[config.mk]
export PLATFORM = sky130hd
export DESIGN_NAME = four_channel_compare_timer
export DESIGN_NICKNAME = d
export VERILOG_FILES = /design/src/design/fcct_pkg.sv /design/src/design/fcct_channel.sv /design/src/design/four_channel_compare_timer.sv
export SDC_FILE = /design/constraint.sdc
export NUM_CORES = 1
export LEC_CHECK = 0
export BUFFER_PORTS_ARGS = -buffer_cell sky130_fd_sc_hd__buf_2
export CORE_ASPECT_RATIO = 0.7
export CORE_MARGIN = 2
export CORE_UTILIZATION = 33
export DETAILED_ROUTE_END_ITERATION = 10
export HOLD_SLACK_MARGIN = 0.12
export MAX_ROUTING_LAYER = met4
export RECOVER_POWER = 25
export SLEW_MARGIN = 10
export SYNTH_ARGS = -nofsm -noshare
export SYNTH_HDL_FRONTEND = slang
export SYNTH_SLANG_ARGS = --single-unit
export TNS_END_PERCENT = 30
[constraint.sdc]
create_clock -name clk_i -period 8.7 [get_ports clk_i]
set_clock_uncertainty 0.05 [all_clocks]
set_input_delay 0.87 -clock clk_i [delete_from_list [all_inputs] [get_ports clk_i]]
set_output_delay 0.87 -clock clk_i [all_outputs]
set_load 0.01 [all_outputs]
[src/design/fcct_pkg.sv]
// ----------------------------------------------------------------------------
// fcct_pkg: shared types and constants for the four channel compare timer
// register indexes, reset values and the channel control bundle
// ----------------------------------------------------------------------------
package fcct_pkg;

  // default sizing of the timer
  localparam int unsigned NUM_CHANNELS_DEF = 4;
  localparam int unsigned COUNT_WIDTH_DEF  = 32;

  // channels that own a period register, the rest run on the reset period
  localparam int unsigned NUM_PERIOD_REGS = 4;

  // configuration port geometry
  localparam int unsigned CFG_DATA_W = 32;
  localparam int unsigned CFG_IDX_W  = 3;

  // fixed widths of the item fields
  localparam int unsigned CLEAR_W = 4;
  localparam int unsigned VALUE_W = 32;
  localparam int unsigned FLAGS_W = 4;

  // reset values
  localparam logic [CFG_DATA_W-1:0] PERIOD_RESET   = 32'h0000_ffff;
  localparam logic [CFG_DATA_W-1:0] PRESCALE_RESET = 32'h0000_0001;

  // register indexes of the configuration port
  typedef enum logic [CFG_IDX_W-1:0] {
    CFG_PRESCALE_DIV,
    CFG_PERIOD_CH0,
    CFG_PERIOD_CH1,
    CFG_PERIOD_CH2,
    CFG_PERIOD_CH3,
    CFG_IRQ_ENABLE,
    CFG_RUN_ENABLE
  } cfg_idx_e;

  // per channel control from the top level
  typedef struct packed {
    logic load;     // period write: load period and compare value
    logic advance;  // counter steps on this item
    logic enable;   // channel enabled for matching
  } ch_ctrl_t;

endpackage

[src/design/fcct_channel.sv]
// ----------------------------------------------------------------------------
// fcct_channel: one compare channel
// holds the period and the compare value, flags a match against the next
// counter value and rearms the compare value by the period
// ----------------------------------------------------------------------------
module fcct_channel #(
  parameter int unsigned COUNT_WIDTH = fcct_pkg::COUNT_WIDTH_DEF
) (
  input  logic                            clk_i,
  input  logic                            rst_ni,
  input  fcct_pkg::ch_ctrl_t              ctrl_i,
  input  logic [fcct_pkg::CFG_DATA_W-1:0] cfg_data_i,
  input  logic [COUNT_WIDTH-1:0]          count_next_i,
  output logic                            hit_o
);
  import fcct_pkg::*;

  logic [CFG_DATA_W-1:0]  period_q;
  logic [COUNT_WIDTH-1:0] compare_q;
  logic [COUNT_WIDTH-1:0] period_ext;

  assign period_ext = COUNT_WIDTH'(period_q);

  // match on the value the counter steps onto
  assign hit_o = ctrl_i.advance && ctrl_i.enable && (compare_q == count_next_i);

  // period register and compare value with rearm, wrapping at the counter width
  always_ff @(posedge clk_i or negedge rst_ni) begin
    if (!rst_ni) begin
      period_q  <= PERIOD_RESET;
      compare_q <= COUNT_WIDTH'(PERIOD_RESET);
    end else if (ctrl_i.load) begin
      period_q  <= cfg_data_i;
      compare_q <= COUNT_WIDTH'(cfg_data_i);
    end else if (hit_o) begin
      compare_q <= compare_q + period_ext;
    end
  end

endmodule

[src/design/four_channel_compare_timer.sv]
// ----------------------------------------------------------------------------
// four_channel_compare_timer: prescaled up counter with periodic compare
// channels; each item is one tick carrying a write-one-to-clear pending mask
// ----------------------------------------------------------------------------
//  channel   handshake                  payload
//  -------   -------------------------  ---------------------------------------
//  in        in_valid_i / in_ready_o    clear_mask_i
//  out       out_valid_o / out_ready_i  count_value_o, match_hit_o,
//                                       pending_flags_o, irq_out_o
//  config    cfg_we_i (no wait)         cfg_idx_i, cfg_data_i
//
//  one item per clock unless the output stalls: the tick updates prescaler,
//  counter, compare values and pending flags at acceptance, and the result
//  is registered in the output register; the output register takes a new
//  item in the same cycle its result leaves; a stalled output holds its item
//  and stops intake; reset is asynchronous and clears all state but the
//  output payload to the register reset values
// ----------------------------------------------------------------------------
module four_channel_compare_timer #(
  parameter int unsigned NUM_CHANNELS = fcct_pkg::NUM_CHANNELS_DEF,
  parameter int unsigned COUNT_WIDTH  = fcct_pkg::COUNT_WIDTH_DEF
) (
  input  logic                            clk_i,
  input  logic                            rst_ni,
  // configuration
  input  logic                            cfg_we_i,
  input  logic [fcct_pkg::CFG_IDX_W-1:0]  cfg_idx_i,
  input  logic [fcct_pkg::CFG_DATA_W-1:0] cfg_data_i,
  // tick items
  input  logic                            in_valid_i,
  output logic                            in_ready_o,
  input  logic [fcct_pkg::CLEAR_W-1:0]    clear_mask_i,
  // results
  output logic                            out_valid_o,
  input  logic                            out_ready_i,
  output logic [fcct_pkg::VALUE_W-1:0]    count_value_o,
  output logic [fcct_pkg::FLAGS_W-1:0]    match_hit_o,
  output logic [fcct_pkg::FLAGS_W-1:0]    pending_flags_o,
  output logic                            irq_out_o
);
  import fcct_pkg::*;

  // configuration registers
  logic [CFG_DATA_W-1:0]   prescale_div_q;
  logic [NUM_CHANNELS-1:0] irq_en_q;
  logic                    run_q;

  // timer state
  logic [CFG_DATA_W-1:0]   prescale_q, prescale_d;
  logic [COUNT_WIDTH-1:0]  counter_q, counter_d;
  logic [NUM_CHANNELS-1:0] pending_q, pending_d;

  // output register
  logic                    out_valid_q;
  logic [VALUE_W-1:0]      out_count_q;
  logic [FLAGS_W-1:0]      out_hit_q;
  logic [FLAGS_W-1:0]      out_pend_q;
  logic                    out_irq_q;

  logic                    accept;
  logic                    wrap;
  logic                    advance;
  logic [CFG_DATA_W-1:0]   limit;
  logic [NUM_CHANNELS-1:0] hit_vec;
  ch_ctrl_t                ch_ctrl [NUM_CHANNELS];

  assign in_ready_o = !out_valid_q || out_ready_i;
  assign accept     = in_valid_i && in_ready_o;

  // configuration writes
  always_ff @(posedge clk_i or negedge rst_ni) begin
    if (!rst_ni) begin
      prescale_div_q <= PRESCALE_RESET;
      irq_en_q       <= '0;
      run_q          <= 1'b0;
    end else if (cfg_we_i) begin
      unique case (cfg_idx_i)
        CFG_PRESCALE_DIV: prescale_div_q <= cfg_data_i;
        CFG_IRQ_ENABLE:   irq_en_q       <= NUM_CHANNELS'(cfg_data_i);
        CFG_RUN_ENABLE:   run_q          <= cfg_data_i[0];
        default:          ;
      endcase
    end
  end

  // prescaler: a zero divisor behaves as one
  assign limit   = (prescale_div_q == '0) ? '0 : prescale_div_q - 1'b1;
  assign wrap    = (prescale_q >= limit);
  assign advance = run_q && wrap;

  always_comb begin
    prescale_d = prescale_q;
    counter_d  = counter_q;
    if (run_q) begin
      if (wrap) begin
        prescale_d = '0;
        counter_d  = counter_q + 1'b1;
      end else begin
        prescale_d = prescale_q + 1'b1;
      end
    end
  end

  // compare channels
  for (genvar n = 0; n < NUM_CHANNELS; n++) begin : g_ch
    if (n < NUM_PERIOD_REGS) begin : g_load
      assign ch_ctrl[n].load = cfg_we_i &&
        (cfg_idx_i == CFG_IDX_W'(CFG_PERIOD_CH0) + CFG_IDX_W'(n));
    end else begin : g_noload
      assign ch_ctrl[n].load = 1'b0;
    end
    assign ch_ctrl[n].advance = accept && advance;
    assign ch_ctrl[n].enable  = irq_en_q[n];

    fcct_channel #(
      .COUNT_WIDTH(COUNT_WIDTH)
    ) u_channel (
      .clk_i       (clk_i),
      .rst_ni      (rst_ni),
      .ctrl_i      (ch_ctrl[n]),
      .cfg_data_i  (cfg_data_i),
      .count_next_i(counter_d),
      .hit_o       (hit_vec[n])
    );
  end

  // clear first, then set on match
  assign pending_d = (pending_q & ~NUM_CHANNELS'(clear_mask_i)) | hit_vec;

  // timer state update per item
  always_ff @(posedge clk_i or negedge rst_ni) begin
    if (!rst_ni) begin
      prescale_q <= '0;
      counter_q  <= '0;
      pending_q  <= '0;
    end else if (accept) begin
      prescale_q <= prescale_d;
      counter_q  <= counter_d;
      pending_q  <= pending_d;
    end
  end

  // output register control
  always_ff @(posedge clk_i or negedge rst_ni) begin
    if (!rst_ni) begin
      out_valid_q <= 1'b0;
    end else if (accept) begin
      out_valid_q <= 1'b1;
    end else if (out_ready_i) begin
      out_valid_q <= 1'b0;
    end
  end

  // output register payload
  always_ff @(posedge clk_i) begin
    if (accept) begin
      out_count_q <= VALUE_W'(counter_d);
      out_hit_q   <= FLAGS_W'(hit_vec);
      out_pend_q  <= FLAGS_W'(pending_d);
      out_irq_q   <= |pending_d;
    end
  end

  assign out_valid_o     = out_valid_q;
  assign count_value_o   = out_count_q;
  assign match_hit_o     = out_hit_q;
  assign pending_flags_o = out_pend_q;
  assign irq_out_o       = out_irq_q;

  // counter steps by one on a running wrap
  a_count_step: assert property (@(posedge clk_i) disable iff (!rst_ni)
    accept && advance |=> counter_q == $past(counter_q) + 1'b1)
    else $error("counter did not step on prescaler wrap");

  // no match without a counter step
  a_hit_needs_step: assert property (@(posedge clk_i) disable iff (!rst_ni)
    hit_vec != '0 |-> accept && advance)
    else $error("match flagged without counter step");

  // a matched channel is pending after the item
  a_hit_pending: assert property (@(posedge clk_i) disable iff (!rst_ni)
    accept |=> (pending_q & $past(hit_vec)) == $past(hit_vec))
    else $error("matched channel not pending");

  // timer state holds between items
  a_state_hold: assert property (@(posedge clk_i) disable iff (!rst_ni)
    !accept |=> $stable(counter_q) && $stable(prescale_q) && $stable(pending_q))
    else $error("timer state changed without an item");

  // visible pending flags imply the interrupt
  a_irq_flags: assert property (@(posedge clk_i) disable iff (!rst_ni)
    out_valid_q && out_pend_q != '0 |-> out_irq_q)
    else $error("pending flags without interrupt");

endmodule
==> metrics.txt <==
status=finished with violations; failing checks=capacitance limit, slew limit; Seq pwr share=0.373; Pins Over Slew Limit=145; synth unique cells=97; power per cell area=218.6 nW/um2; wire per inst=28.34 um; Initial Util=0.3315; WHS Path Cells=2; final setup vio count=0; Ys Warns=0; Int Pwr=4.490 mW; Site Rows=92; Max-Cap Viols=2; Reg-to-Reg Start=prescale_div_q[13]$_DFFE_PN0P_; total iterations of the first detailed-routing run=6; WP buf/inv=2; routed vias=27,820; Port Buf Inserts=86; CTS tree=built; Post-Synthesis Cells=3,416; setup repair bufs after CTS=0; Hold Worst Slack=0.4090 ns; number of antenna violations at the first check in global routing=6; mapped cell area=29,720 um2; cell family with most CP delay=simple AND/OR/NAND/NOR gates; clk root buf=clkbuf_16; first-pass GRT wire length=189.8 mm; Peak VDD IR=153.9 uV; worst r2r path cells=23; final net count=3,696; Num CTS Buffers=46; Comb pwr share=0.344; GP Congestion=1.072; ANT nets after route=0; H-tree Lvls=2; headroom to the max-slew limit=-2.289; share of cells above drive strength 1=0.1328; Post-route DRC=0; number of synthesized flops with an enable pin=41; CP Cell Sequence=or4_1 -> nor4_1 -> nor2b_1 -> and2_1 -> nand2_1 -> nor4_1 -> xor2_1 -> nand2_1 -> ha_1 -> nand4_2 -> nor3_2 -> a221o_1 -> nor2_1 -> buf_4 -> a2bb2oi_1 -> xnor2_1 -> xor2_1 -> a211oi_1 -> nand4b_1 -> nor4bb_4 -> buf_12 -> mux2_2 -> o21ai_0; ratio of final minimum period to clock period=0.9208; Reg-to-Reg End=g_ch[0].u_channel.compare_q[1]$_DFFE_PN1P_; slowest CP cell=a2bb2oi_1; P_sw=2.788 mW; GR Util All Layers=0.2925; core area=89,670 um2; Worst-path clk slew=0.07 ns; Final TNS setup=0 ns; DIE HEIGHT=255.1 um; mean area per synthesized cell=8.702 um2; Seq/Total Area, Yosys=0.3516; post-cts resize count=0; Synthesized Nets=3,624; Routed WL=133.2 mm; HPWL after detailed placement=102.0 mm; Congestion Overflow GR=0; via/cell ratio=5.918; largest net degree at the start of global routing=144; hold path start=g_ch[3].u_channel.period_ext[14]$_DFFE_PN1P_; clk sinks=403; reg-to-reg slack, setup=0.69 ns; Critical Path AT=8.47 ns; Final Critical Period=8.011 ns; CTS Buffer Depth=3; critical path endpoint category=flip-flop; Final Util=0.3714; Lkg Pwr=14.32 nW; CP required=9.16 ns; Synth Register Bits=403; fmax=124.8 MHz; hold path endpoint=g_ch[3].u_channel.period_ext[14]$_DFFE_PN1P_; Critical Path Stages=23; switching share of total power=0.3831; Crit Path Max Fanout=32; Final Hold Fails=0; Worst Tran Pin Value=4.934 ns; Ports=87; die area=92,530 um2; Die W=362.7 um; Post-DP Area=31,790 um2; Fill cells=9,139; Clk pwr share=0.283; Worst Hold Class=reg2reg; RSZ-0062 raised after global routing=no; hold buffers post-CTS=0; FFs w/ async S/R, synth=0.8983; critical setup path kind=reg2reg; Initial DRC Count=3,466; number of global-route vias before repair=25,160; Startpoint Class=flip-flop; Final Cell Area=33,300 um2; top_reg_cell synth=dfrtp_1; later-pin clock latency in the skew report=0.62 ns; Max stage delay on crit path=0.68 ns; area delta synth->final=12.04%
[state kept, by name, summed over array words and instances, names as in the netlist]
name and flops:
count_value_o 32, counter_q 32, g_ch.u_channel.compare_q 128, g_ch.u_channel.period_ext 128, irq_en_q 4, irq_out_o 1, match_hit_o 4, out_valid_o 1
pending_flags_o 4, pending_q 4, prescale_div_q 32, prescale_q 32, run_q 1
[placed cells by master (no fill, tap or decap), types with 15 or more instances in the layout]
cell type  instances
nand2_1          605
dfrtp_1          233
nor2_1           229
xnor2_1          184
ha_1             160
a21oi_1          156
o21ai_0          143
dfstp_2          129
xor2_1           118
mux2i_1          117
nand3_1           91
inv_1             90
buf_2             84
buf_4             78
nor3_1            75
a21o_1            68
nand4_1           64
o21ai_1           64
clkbuf_16         47
nand2b_1          45
mux2_2            41
edfxtp_1          41
nor4_1            40
nor2b_1           37
a31oi_1           35
and3_1            33
o211ai_1          29
or3_1             28
and2_1            27
o21a_1            23
or4_1             21
a211oi_1          21
xnor3_1           18
o31ai_1           15
[metrics by stage]
stage / power, mW / setup WS, ns / std cells
global route: 7.666 / 0.4677 / 4701
floorplan: 4.329 / 2.694 / 3416
finish: 7.279 / 0.6888 / 4701
detailed placement: 5.149 / 1.073 / 4615
CTS: 7.233 / 1.023 / 4700
global placement: 5.136 / 0.7298 / 4615
[cells in the mapped netlist, drive strengths merged, types with 67 or more instances]
library cell,instances,area (um2)
ha,160,2002
inv,90,337.8
nand4,67,455.4
mux2i,117,1171
nor2,230,863.3
nand2,608,2287
xor2,118,1033
a21o,68,510.5
nor3,79,415.4
dfrtp,233,5831
xnor2,186,1655
o21ai,209,1046
dfstp,129,3390
nand3,93,470.5
a21oi,157,785.8
clkbuf,109,409.1
[kinds of logic (layout without fill, tap and decap cells)]
family          Yosys count  in the layout  synth area share
mux                     158            158           0.05493
flops                   403            403            0.3516
simple gates           1378           1378            0.2209
xor+xnor                322            322            0.1041
compound gates          752            752            0.1656
fa+ha+maj               164            164           0.07004
buf+inv                 239            348           0.03283
other cells               0              1                 0
[power by group through the flow]
stage / logic [mW] / clock network, mW / registers, mW
final: 2.50 / 2.06 / 2.72
after global routing: 2.76 / 2.16 / 2.74
after CTS: 2.45 / 2.09 / 2.69
after detailed placement: 2.43 / 0 / 2.72
after global placement: 2.41 / 0 / 2.72
after floorplan: 1.81 / 0 / 2.52
[tightest hold or removal path, stage by stage, from the launching register on]
cell,delay (ns)
dfstp_2,0.37
nand2_1,0.05
nand2_1,0.04
[worst max path at each step]
stage / from / endpoint
after floorplan: prescale_div_q[13]$_DFFE_PN0P_ / g_ch[1].u_channel.compare_q[25]$_DFFE_PN0P_
after global placement: prescale_div_q[13]$_DFFE_PN0P_ / irq_out_o$_DFFE_PP_
after detailed placement: prescale_div_q[13]$_DFFE_PN0P_ / g_ch[0].u_channel.compare_q[1]$_DFFE_PN1P_
after CTS: prescale_div_q[13]$_DFFE_PN0P_ / g_ch[0].u_channel.compare_q[1]$_DFFE_PN1P_
after global routing: prescale_div_q[13]$_DFFE_PN0P_ / g_ch[3].u_channel.compare_q[27]$_DFFE_PN0P_
final: prescale_div_q[13]$_DFFE_PN0P_ / g_ch[0].u_channel.compare_q[1]$_DFFE_PN1P_
[per-layer routing]
layer,vias up,share of wire,global-route usage
li1,12420,-,-
met5,-,0,-
met3,187,0.12,0.08428
met1,13800,0.49,0.4482
met4,0,0.027,0.07030
met2,1421,0.37,0.3636
[cell type report]
| cell class | instances | area, um2 | share of cell area |
|---|---|---|---|
| clock inverters | 21 | 229.0 | 0.006875 |
| multi-input cells | 2774 | 18370 | 0.5515 |
| inverters | 92 | 345.3 | 0.01037 |
| flip-flops and latches | 403 | 10450 | 0.3138 |
| repair buffers | 171 | 1137 | 0.03415 |
| well taps | 1175 | 1470 | 0.04414 |
| clock buffers | 64 | 1300 | 0.03903 |
| diodes | 1 | 2.502 | 0.00007514 |
Power figures use the tool's default switching activity.
